`config.mk`:
```
export PLATFORM = sky130hd
export DESIGN_NAME = mt_ctrl
export DESIGN_NICKNAME = d
export VERILOG_FILES = /design/src/rtl/mt_pkg.sv /design/src/rtl/mt_ctrl.sv
export SDC_FILE = /design/constraint.sdc
export NUM_CORES = 1
export LEC_CHECK = 0
export BUFFER_PORTS_ARGS = -buffer_cell sky130_fd_sc_hd__buf_2
export CAP_MARGIN = 20
export CORE_ASPECT_RATIO = 0.8
export CORE_MARGIN = 8
export CORE_UTILIZATION = 53
export DETAILED_ROUTE_END_ITERATION = 8
export PLACE_DENSITY = 0.8
export SYNTH_ARGS = -nofsm -noshare
export SYNTH_HDL_FRONTEND = slang
export SYNTH_SLANG_ARGS = --single-unit
```
`constraint.sdc`:
```
create_clock -name clk -period 2.7 [get_ports clk]
set_clock_uncertainty 0.15 [all_clocks]
set_input_delay 0.405 -clock clk [delete_from_list [all_inputs] [get_ports clk]]
set_output_delay 0.405 -clock clk [all_outputs]
set_load 0.005 [all_outputs]
```
`src/rtl/mt_pkg.sv`:
```
// ============================================================================
// mt_pkg
// Shared types and constants of the MT19937 generator.
// ============================================================================
package mt_pkg;

    localparam int STATE_WORDS = 624;
    localparam int IDX_W       = 10;
    localparam int MT_SHIFT    = 397;

    localparam logic [31:0] MT_MATRIX    = 32'h9908_B0DF;
    localparam logic [31:0] MT_TEMPER_B  = 32'h9D2C_5680;
    localparam logic [31:0] MT_TEMPER_C  = 32'hEFC6_0000;
    localparam logic [31:0] MT_INIT_MULT = 32'd1812433253;
    localparam logic [31:0] SEED_RESET   = 32'd5489;

    localparam logic [1:0] FUNC_WORD  = 2'd0;
    localparam logic [1:0] FUNC_PAIR  = 2'd1;
    localparam logic [1:0] FUNC_RANGE = 2'd2;
    localparam logic [1:0] FUNC_NONE  = 2'd3;

    typedef struct packed {
        logic [1:0]         func;
        logic signed [31:0] range_min;
        logic signed [31:0] range_max;
    } mt_in_t;

    typedef struct packed {
        logic [63:0] rand_value;
        logic        bad_range;
    } mt_out_t;

    // controller to datapath
    typedef struct packed {
        logic       seed_start;  // load seed, word 0
        logic       seed_step;   // write next seeded word
        logic       tw_rd;       // issue twist reads for addr
        logic       tw_wr;       // write twisted word
        logic       draw_rd;     // read word at word index
        logic       take_hi;     // tempered word to upper half
        logic       take_lo;     // tempered word to lower half
        logic       mod_start;
        logic       mod_step;
        logic       finish;      // build result register
        logic       clr_index;
        logic [IDX_W-1:0] addr;  // word address for seed/twist
    } mt_cmd_t;

    // datapath to controller
    typedef struct packed {
        logic             need_twist;
        logic             mod_done;
    } mt_sts_t;

    function automatic logic [31:0] temper(input logic [31:0] x);
        logic [31:0] y;
        y = x ^ (x >> 11);
        y = y ^ ((y << 7) & MT_TEMPER_B);
        y = y ^ ((y << 15) & MT_TEMPER_C);
        y = y ^ (y >> 18);
        return y;
    endfunction

endpackage

```
`src/rtl/mt_ctrl.sv`:
```
// ============================================================================
// mt_ctrl
// Sequencer for seeding, twisting, drawing words and the modulo.
// ============================================================================
module mt_ctrl
(
    input  logic            clk,
    input  logic            rst_n,
    input  logic            seed_wr,
    input  logic            in_fire,
    input  logic [1:0]      func,
    input  mt_pkg::mt_sts_t sts,
    output mt_pkg::mt_cmd_t cmd,
    output logic            in_ready,
    output logic            out_load
);
    import mt_pkg::*;

    typedef enum logic [8:0] {
        S_SEED   = 9'b000000001,
        S_IDLE   = 9'b000000010,
        S_TWRD   = 9'b000000100,
        S_TWWR   = 9'b000001000,
        S_DRAW   = 9'b000010000,
        S_TAKE   = 9'b000100000,
        S_MODST  = 9'b001000000,
        S_MOD    = 9'b010000000,
        S_DONE   = 9'b100000000
    } st_t;

    st_t              st_reg, st_next;
    logic [IDX_W-1:0] addr_reg, addr_next;
    logic             first_reg, first_next;  // pair: upper half pending
    logic             start_reg;               // seed word 0 pending

    always_comb
    begin
        st_next    = st_reg;
        addr_next  = addr_reg;
        first_next = first_reg;
        cmd        = '0;
        cmd.addr   = addr_reg;
        in_ready   = 1'b0;
        out_load   = 1'b0;
        unique case (st_reg)
            S_SEED:
            begin
                if (start_reg) begin
                    cmd.seed_start = 1'b1;
                    addr_next = IDX_W'(1);
                end else begin
                    cmd.seed_step = 1'b1;
                    if (addr_reg == IDX_W'(STATE_WORDS - 1)) st_next = S_IDLE;
                    else addr_next = addr_reg + 1'b1;
                end
            end
            S_IDLE:
            begin
                in_ready = 1'b1;
                if (in_fire) begin
                    first_next = (func == FUNC_PAIR);
                    st_next = (func == FUNC_NONE) ? S_DONE : S_DRAW;
                end
            end
            S_DRAW:
            begin
                if (sts.need_twist) begin
                    addr_next = '0;
                    st_next = S_TWRD;
                end else begin
                    cmd.draw_rd = 1'b1;
                    st_next = S_TAKE;
                end
            end
            S_TWRD:
            begin
                cmd.tw_rd = 1'b1;
                st_next = S_TWWR;
            end
            S_TWWR:
            begin
                cmd.tw_wr = 1'b1;
                if (addr_reg == IDX_W'(STATE_WORDS - 1)) begin
                    cmd.clr_index = 1'b1;
                    st_next = S_DRAW;
                end else begin
                    addr_next = addr_reg + 1'b1;
                    st_next = S_TWRD;
                end
            end
            S_TAKE:
            begin
                if (first_reg) begin
                    cmd.take_hi = 1'b1;
                    first_next = 1'b0;
                    st_next = S_DRAW;
                end else begin
                    cmd.take_lo = 1'b1;
                    st_next = (func == FUNC_RANGE) ? S_MODST : S_DONE;
                end
            end
            S_MODST:
            begin
                cmd.mod_start = 1'b1;
                st_next = S_MOD;
            end
            S_MOD:
            begin
                cmd.mod_step = 1'b1;
                if (sts.mod_done) st_next = S_DONE;
            end
            S_DONE:
            begin
                cmd.finish = 1'b1;
                out_load = 1'b1;
                st_next = S_IDLE;
            end
            default: st_next = S_IDLE;
        endcase
        if (seed_wr) begin
            st_next   = S_SEED;
            addr_next = '0;
        end
    end

    always_ff @(posedge clk or negedge rst_n)
    begin
        if (!rst_n) begin
            st_reg    <= S_SEED;
            addr_reg  <= '0;
            first_reg <= 1'b0;
            start_reg <= 1'b1;
        end else begin
            st_reg    <= st_next;
            addr_reg  <= addr_next;
            first_reg <= first_next;
            start_reg <= seed_wr;
        end
    end

endmodule

```
== Word level (Yosys, flattened, before mapping) ==
Index checks and enable logic that the tools add are counted.
Storage, ports and cells
  register bits: 21
  output and inout bits: 23
  logic and storage cells: 63
Operators by class
  add/subtract/negate cells: 1
  eq/ne operators: 19
  mux-type cells: 34
  reductions and logical operators: 5
Operator list (number)
  2-to-1 mux 9 bit: 8
  one-hot mux 9 bit (8 select lines): 1
  2-to-1 mux 10 bit: 4
  one-hot mux 10 bit (3 select lines): 1
  2-to-1 mux 1 bit: 15
  != test 3 bit (second input constant): 5
  adder 10 x 1 -> 10 bit (second input constant): 1
  equality test 10 bit (second input constant): 1
  equality test 9 x 1 -> 1 bit (second input constant): 1
  equality test 9 x 2 -> 1 bit (second input constant): 1
  equality test 9 x 3 -> 1 bit (second input constant): 1
  equality test 9 x 4 -> 1 bit (second input constant): 1
  equality test 9 x 5 -> 1 bit (second input constant): 1
  equality test 9 x 6 -> 1 bit (second input constant): 1
  equality test 9 x 7 -> 1 bit (second input constant): 1
  equality test 9 x 8 -> 1 bit (second input constant): 1
  equality test 9 bit (second input constant): 1
  2-to-1 mux 6 bit: 1
  2-to-1 mux 5 bit: 1
  equality test 2 bit (second input constant): 2
  2-to-1 mux 2 bit: 2
  AND reduction 2 bit: 2
  AND reduction 4 bit: 1
  nonzero test 4 bit: 1
  other kinds (4): 4

== Longest topological paths before layout ==
Gate-level depths: netlist of the first run.
  depth in word-level cells: 5
  mapped depth: 8
  depth with buffers taken out: 7

== Worst setup path before layout of the first run ==
OpenSTA, ideal clock, no wires.
  path type: register -> output
  from: register st_reg[6]
  to: output cmd[11] in the netlist's numbering
  arrival: 1634 ps
  required time: 2145 ps
  slack: 511 ps
  stages on the path, launching flop included: 5
  path buffers: 2
  path through: dfrtp_1 buf_2 or4_4 nor4b_1 buf_4
On the way
  word-level cells in the longest chain between the ends: 2
Ends and longest elaborated chain
  from (decl): line mt_ctrl.sv:31  | st_t st_reg, st_next;
  from (signal assigned): line mt_ctrl.sv:134  | st_reg <= st_next;
  equality test 9 bit
  2-to-1 mux 1 bit
  to (decl): line mt_ctrl.sv:13  | output mt_pkg::mt_cmd_t cmd,
Every way passes these cells.

==> results.rst, run 1 <==
.. list-table::
   :header-rows: 1

   * - Metric
     - Value
   * - Max reg flops
     - 10
   * - Pin count of the biggest net entering global routing
     - 22
   * - Hold violation total from the final report
     - 0
   * - Synth Area in Compound Gates
     - between 10% and 20%
   * - Total power consumption of the routed design
     - roughly 640 uW
   * - TritonCTS clock tree
     - done
   * - Total power divided by cell area
     - about 390 nW/um2
   * - Global placement routability congestion
     - between 0.8 and 0.9
   * - Kind of cell with the highest combined delay on the critical path
     - simple AND/OR/NAND/NOR gates
   * - Violation count after the first detailed-route iteration
     - approximately 120
   * - Proportion of netlist area held by the largest area contributor
     - 34.2%
   * - Leakage
     - 0.756 nW
   * - CTS Buf Count
     - 3
   * - Area of the multi-input gates
     - 806 um2
   * - DRC violations left
     - 0
   * - FFs w/ async S/R, synth
     - 100%
   * - F_max
     - 380 MHz
   * - Worst hold endpoint
     - start_reg
   * - Number of detailed-routing iterations run before antenna repair
     - 4
   * - CTS max path bufs
     - 2
   * - Antenna violations before repair
     - 0
   * - Area added between synthesis and finish
     - 16.5%
   * - Headroom to the max-slew limit
     - 62.4%
   * - Adder and majority cell fraction of the synthesized area
     - less than 1%
   * - FF-to-FF setup slack
     - between 0.2 and 0.3 ns
   * - Number of buffers added on ports
     - 30
   * - Number of vias per cell
     - approximately 6
   * - Number of synthesis warnings
     - 0
   * - Clock input transition at the sequential cells of the worst setup and hold paths
     - around 0.11 ns
   * - Total of max-cap violations
     - 0
   * - Clock tree root driver cell
     - clkbuf_4
   * - Total via count after detailed routing
     - around 1300
   * - Placement Rows
     - 16
   * - Most area-hungry cell type in the Yosys netlist
     - dfrtp_1
   * - Post-placement cell count
     - around 210
   * - Standard cell with the maximum stage delay on the critical path
     - or4_4
   * - First-pass GRT wire length
     - between 6 and 7 mm
   * - Final routed wire length divided by cell count
     - roughly 16 um
   * - Leading register cell type out of synthesis
     - dfrtp_1
   * - Capturing point of the worst reg2reg path
     - addr_reg[8]
   * - Via count of the first global-routing pass
     - approximately 1300
   * - Total Nets Final
     - between 150 and 200
   * - Total count of max-transition violations in the final report
     - 0
   * - Top-level port count
     - 31
   * - Layout Cells excl Fill
     - ~220
   * - Share of synthesized area spent on multiplexers
     - less than 1%
   * - Summed instance area of the synthesized netlist
     - roughly 1400 um2
   * - Share of layout cells above drive strength 1
     - between 20% and 30%
   * - Worst-Skew Late Latency
     - between 0.3 and 0.4 ns
   * - Initial core utilization
     - 56.5%
   * - Most common library cell in the layout ignoring fill and taps
     - buf_2
   * - Core Footprint
     - between 2000 and 2500 um2
   * - Level count of the clock H-tree
     - 1
   * - Mapped Avg Cell Area
     - 8.98 um2
   * - Detail Placement HPWL
     - about 2.9 mm
   * - Number of clock sinks
     - 21
   * - RR Startpoint
     - st_reg[5]
   * - Sequential Area
     - 531 um2
   * - Kind of path behind the tightest hold check
     - input pin to flop
   * - Routed Antenna Nets
     - 0
   * - All-Layer GR Usage
     - 17.5%
   * - Critical path depth in cells
     - 5
   * - Flop and latch count out of synthesis
     - 21
   * - Sum of routed wire length over all layers
     - 3.65 mm
   * - Worst Path Buf+Inv
     - 1
   * - Time the final worst path needs with I/O delays and setup
     - 2.63 ns
   * - Highest net fanout along the worst path
     - 7
   * - Post-route fraction of the period consumed by the critical path
     - slightly below 100%
   * - Startpoint types
     - flop
   * - Number of enable-type register cells in the synthesized netlist
     - 0
   * - Highest-count cells in the layout ignoring fill and taps
     - buf_2, nor2_1, dfrtp_1
   * - Depth of the worst hold-timing path
     - 1
   * - Number of antenna diodes
     - 0
   * - Critical path class
     - flop to output port
   * - Unrepaired setup endpoints after global routing
     - yes
   * - Req. time, crit path
     - ~2.1 ns
   * - Top cells by area in the synthesized netlist
     - dfrtp_1, nor2_1, o21ai_0
   * - Register area share after synthesis
     - between 30% and 40%
   * - Number of cell instances on the worst register-to-register path
     - 6
   * - Chain of cells forming the critical path
     - or4_4 > nor3_4 > nand3_1 > nor2_1 > buf_2
   * - Post-synthesis share of cell area spent on xor and xnor gates
     - 4.41%
   * - Total setup violations reported at the end of the flow
     - 0
   * - Largest family of logic cells by synthesized area
     - simple AND/OR/NAND/NOR gates
   * - Syn_nets
     - about 160
   * - GR Overflow Total
     - 0
   * - Longest individual stage delay on the worst path
     - slightly above 0.6 ns
   * - Cell count after synthesis
     - ~160
   * - Status
     - completed
   * - Post-Synth Simple-Gate Area
     - 32.9%
   * - Hold path start
     - seed_wr
   * - Data arrival time of the critical path
     - ~2.1 ns
   * - Worst-margin pin slew
     - around 0.56 ns
   * - Number of distinct library cells after synthesis
     - 50
   * - Fill cells
     - 212
   * - Horizontal die dimension
     - around 73 um
   * - Highest ir drop seen on vdd
     - between 200 and 300 uV
   * - Worst setup EP type
     - output port
   * - Total Die Area
     - between 4000 and 5000 um2
   * - Die Y
     - about 62 um
## through the flow
stage	TNS, ns	instance area [um2]	utilization (%)	hold slack (ns)	setup WS [ns]
finish	0	1620	65.8	0.121	0.0678
global placement	0	1550	63.1	0.238	0.309
detailed placement	0	1550	63.1	0.245	0.236
CTS	0	1590	64.6	0.105	0.0107
global route	-0.0436	1620	65.8	0.0933	-0.0436
floorplan	0	1390	-	-0.0406	0.511
## per-layer routing
layer  track usage [%]  share of wire, %  vias up
met5                 0                 0        -
met1              23.1                47      639
met3              4.81               8.2        5
met2              27.4                45       74
met4              4.83              0.55        0
li1                  -                 -      624
## power breakdown
part | total, mW | switching (mW) | internal [mW] | leakage, nW
registers | 0.353 | 0.0238 | 0.330 | 0.280
logic | 0.132 | 0.0765 | 0.0557 | 0.461
clock network | 0.151 | 0.0937 | 0.0577 | 0.0150
## Yosys cell counts, types with 2 or more instances
cell type	number
a22o_1	2
nand3_1	7
nand2_1	6
nor4_2	2
a21oi_1	7
or2_2	2
o211ai_1	2
a31oi_1	2
nor3b_1	3
dfrtp_1	19
inv_1	10
nor2_1	19
o21ai_0	11
nor4b_1	2
buf_2	2
nand4_1	3
a211oi_1	2
and2_1	3
xor2_1	6
dfstp_2	2
and3_1	3
clkbuf_1	4
nor3_1	4
o2111ai_1	2
o22ai_1	2
nand2b_1	4
## how the worst max path moves through the flow
stage / from / to / slack [ns]
6_report: st_reg[5] / cmd[10] / 0.07
5_1_grt: st_reg[5] / cmd[10] / -0.04
4_1_cts: st_reg[5] / cmd[10] / 0.01
3_5_place_dp: st_reg[5] / addr_reg[8] / 0.24
3_3_place_gp: st_reg[5] / addr_reg[8] / 0.31
2_1_floorplan: st_reg[6] / cmd[11] / 0.51
## area by class of cell
cell class	instances	share of cell area, %
well taps	36	2.78
repair buffers	33	10.8
multi-input cells	117	49.7
inverters	10	2.32
flip-flops and latches	21	32.7
clock buffers	4	1.62
## repair_timing
action                                  in CTS  in global routing
setup buffers                                0                  2
endpoints found under the hold margin       19                  0
gates resized for setup                      0                  5
endpoints found under the setup margin       0                  5
hold buffers                                 1                  0
## cell families (layout without fill, tap and decap cells)
kind of cell             Yosys count  in the layout
XOR/XNOR                           7              7
buffers and inverters             17             47
AO/OA/AOI/OAI                     37             37
multiplexers                       1              1
adder cells (fa/ha/maj)            1              1
AND/OR/NAND/NOR                   71             71
flip-flops                        21             21
(Power assumes the default switching activity.)
==> run 2, diff against run 1 <==
- RECOVER_POWER: default -> 100
==> results.rst, run 2 (synthesized netlist as in run 1, its figures left out) <==
.. list-table::
   :header-rows: 1

   * - Metric
     - Value
   * - Chain of cells forming the critical path
     - or4_4 > nor3_4 > nand3_1 > nor2_1 > buf_2 (unchanged)
   * - Kind of path behind the tightest hold check
     - input pin to flop (unchanged)
   * - Met1 wire length
     - 1.74 mm (was 1.70 mm)
   * - Number of clock sinks
     - 21 (unchanged)
   * - Highest net fanout along the worst path
     - 7 (unchanged)
   * - Worst Path Buf+Inv
     - 1 (unchanged)
   * - Via count of the first global-routing pass
     - 1296 (unchanged)
   * - Leakage
     - 0.725 nW (was 0.756 nW)
   * - Headroom to the max-slew limit
     - 24.8% (was 62.4%)
   * - Number of buffers added on ports
     - 30 (unchanged)
   * - Worst-Skew Late Latency
     - 0.31 ns (about the same)
   * - Total via count after detailed routing
     - 1337 (was 1342)
   * - Detail Placement HPWL
     - 2.87 mm (unchanged)
   * - Clock input transition at the sequential cells of the worst setup and hold paths
     - 0.11 ns (about the same)
   * - Smallest hold slack
     - 0.146 ns (was 0.121 ns)
   * - GR Overflow Total
     - 0 (unchanged)
   * - All-Layer GR Usage
     - 17.5% (unchanged)
   * - Most common library cell in the layout ignoring fill and taps
     - buf_2 (unchanged)
   * - Net switching power of the design
     - 195 uW (was 194 uW)
   * - Data arrival time of the critical path
     - 2.08 ns (about the same)
   * - CTS max path bufs
     - 2 (unchanged)
   * - Initial core utilization
     - 56.5% (unchanged)
   * - Horizontal die dimension
     - 73.3 um (unchanged)
   * - Highest-count cells in the layout ignoring fill and taps
     - buf_2, nor2_1, dfrtp_1 (unchanged)
   * - Global placement routability congestion
     - 0.855 (unchanged)
   * - Clock tree root driver cell
     - clkbuf_4 (unchanged)
   * - Total setup violations reported at the end of the flow
     - 0 (unchanged)
   * - Switching part of the total power
     - 30.6% (was 30.5%)
   * - Setup slack of the critical path after layout
     - 0.0693 ns (was 0.0678 ns)
   * - Number of vias per cell
     - 6.05 (was 6.07)
   * - Sum of routed wire length over all layers
     - 3.65 mm (about the same)
   * - Length of routed met3 wiring
     - 269 um (was 300 um)
   * - Internal Pwr Total
     - 442 uW (was 443 uW)
   * - Core Footprint
     - 2460 um2 (unchanged)
   * - Post-placement setup slack
     - 0.236 ns (unchanged)
   * - Longest individual stage delay on the worst path
     - 0.62 ns (about the same)
   * - Total power divided by cell area
     - 395 nW/um2 (was 393 nW/um2)
   * - Total Nets Final
     - 195 (unchanged)
   * - Register share of total power
     - 55.5% (about the same)
   * - Die Y
     - 61.8 um (unchanged)
   * - Met2 WL post-DR
     - 1.62 mm (about the same)
   * - Time the final worst path needs with I/O delays and setup
     - 2.63 ns (about the same)
   * - End-of-flow core utilization
     - 65.4% (was 65.8%)
   * - Post-route fraction of the period consumed by the critical path
     - 97.4% (was 97.5%)
   * - CTS Buf Count
     - 3 (unchanged)
   * - Area added between synthesis and finish
     - 15.7% (was 16.5%)
   * - Top-level port count
     - 31 (unchanged)
   * - Number of antenna diodes
     - 0 (unchanged)
   * - Total of max-cap violations
     - 0 (unchanged)
   * - DRC violations left
     - 0 (unchanged)
   * - Highest routing layer actually used
     - met4 (unchanged)
   * - Fill cells
     - 213 (was 212)
   * - First-pass GRT wire length
     - 6.18 mm (unchanged)
   * - Fraction of power consumed by combinational cells
     - 20.6% (was 20.8%)
   * - Max reg flops
     - 10 (unchanged)
   * - Startpoint types
     - flop (unchanged)
   * - Unrepaired setup endpoints after global routing
     - yes (unchanged)
   * - Kind of cell with the highest combined delay on the critical path
     - simple AND/OR/NAND/NOR gates (unchanged)
   * - Routed Antenna Nets
     - 0 (unchanged)
   * - Placement Rows
     - 16 (unchanged)
   * - F_max
     - 380 MHz (about the same)
   * - Worst setup EP type
     - output port (unchanged)
   * - Final routed wire length divided by cell count
     - 16.5 um (about the same)
   * - TritonCTS clock tree
     - done (unchanged)
   * - Share of layout cells above drive strength 1
     - 24.9% (was 29.2%)
   * - Status
     - completed (unchanged)
   * - Antenna violations before repair
     - 0 (unchanged)
   * - Pin count of the biggest net entering global routing
     - 22 (unchanged)
   * - Highest ir drop seen on vdd
     - 261 uV (about the same)
   * - Total Die Area
     - 4530 um2 (unchanged)
   * - Standard cell with the maximum stage delay on the critical path
     - or4_4 (unchanged)
   * - Violation count after the first detailed-route iteration
     - 123 (was 124)
   * - Worst-margin pin slew
     - 1.13 ns (was 0.556 ns)
   * - Hold violation total from the final report
     - 0 (unchanged)
   * - Number of detailed-routing iterations run before antenna repair
     - 4 (unchanged)
   * - Req. time, crit path
     - 2.14 ns (about the same)
   * - Total count of max-transition violations in the final report
     - 0 (unchanged)
   * - Level count of the clock H-tree
     - 1 (unchanged)
   * - Share of power burned in the clock network
     - 23.9% (was 23.8%)
   * - Critical path class
     - flop to output port (unchanged)
[run 2: routing by layer]
| metal | track usage, % | up-vias |
|---|---|---|
| li1 | - | 624 |
| met1 | 23.1 | 647 |
| met2 | 27.4 | 61 |
| met3 | 4.81 | 5 |
| met4 | 4.83 | 0 |
| met5 | 0 | - |
[run 2: final cells by class]
type / instances / area, um2 / share of cell area [%]
Clock buffer: 4 / 26.3 / 1.63
Inverter: 10 / 37.5 / 2.33
Multi-Input combinational cell: 117 / 806 / 50.0
Sequential cell: 21 / 531 / 32.9
Tap cell: 36 / 45.0 / 2.80
Timing Repair Buffer: 33 / 165 / 10.3
[run 2: worst paths after layout]
path | start | end | slack [ns] | cells after the start
max | st_reg[5] | cmd[10] | 0.07 | 5
min | sts[1] | st_reg[5] | 0.15 | 2
max reg2reg | st_reg[5] | addr_reg[8] | 0.29 | 6
min reg2reg | first_reg | st_reg[6] | 0.38 | 1
max in group asynchronous | rst_n | st_reg[5] | 0.98 | 2
min in group asynchronous | rst_n | st_reg[8] | 0.67 | 2
[run 2: through the flow]
stage / area [um2] / std cells / power, mW / setup TNS, ns
after global placement: 1550 / 214 / 0.474 / 0
after CTS: 1590 / 219 / 0.634 / 0
after detailed placement: 1550 / 214 / 0.481 / 0
after floorplan: 1390 / 155 / 0.434 / 0
final: 1610 / 221 / 0.637 / 0
after global routing: 1610 / 221 / 0.675 / -0.0436
[run 2: power groups by stage]
stage	clock network [mW]	registers (mW)	logic, mW
2_1_floorplan	0	0.350	0.0837
3_3_place_gp	0	0.356	0.118
3_5_place_dp	0	0.358	0.123
4_1_cts	0.158	0.351	0.125
5_1_grt	0.172	0.356	0.148
6_report	0.152	0.354	0.131
[run 2: repair_timing]
action / CTS / global route
gates resized for setup: 0 / 5
endpoints found under the setup margin: 0 / 5
hold buffers: 1 / 0
buffers inserted: 0 / 2
endpoints found under the hold margin: 19 / 0
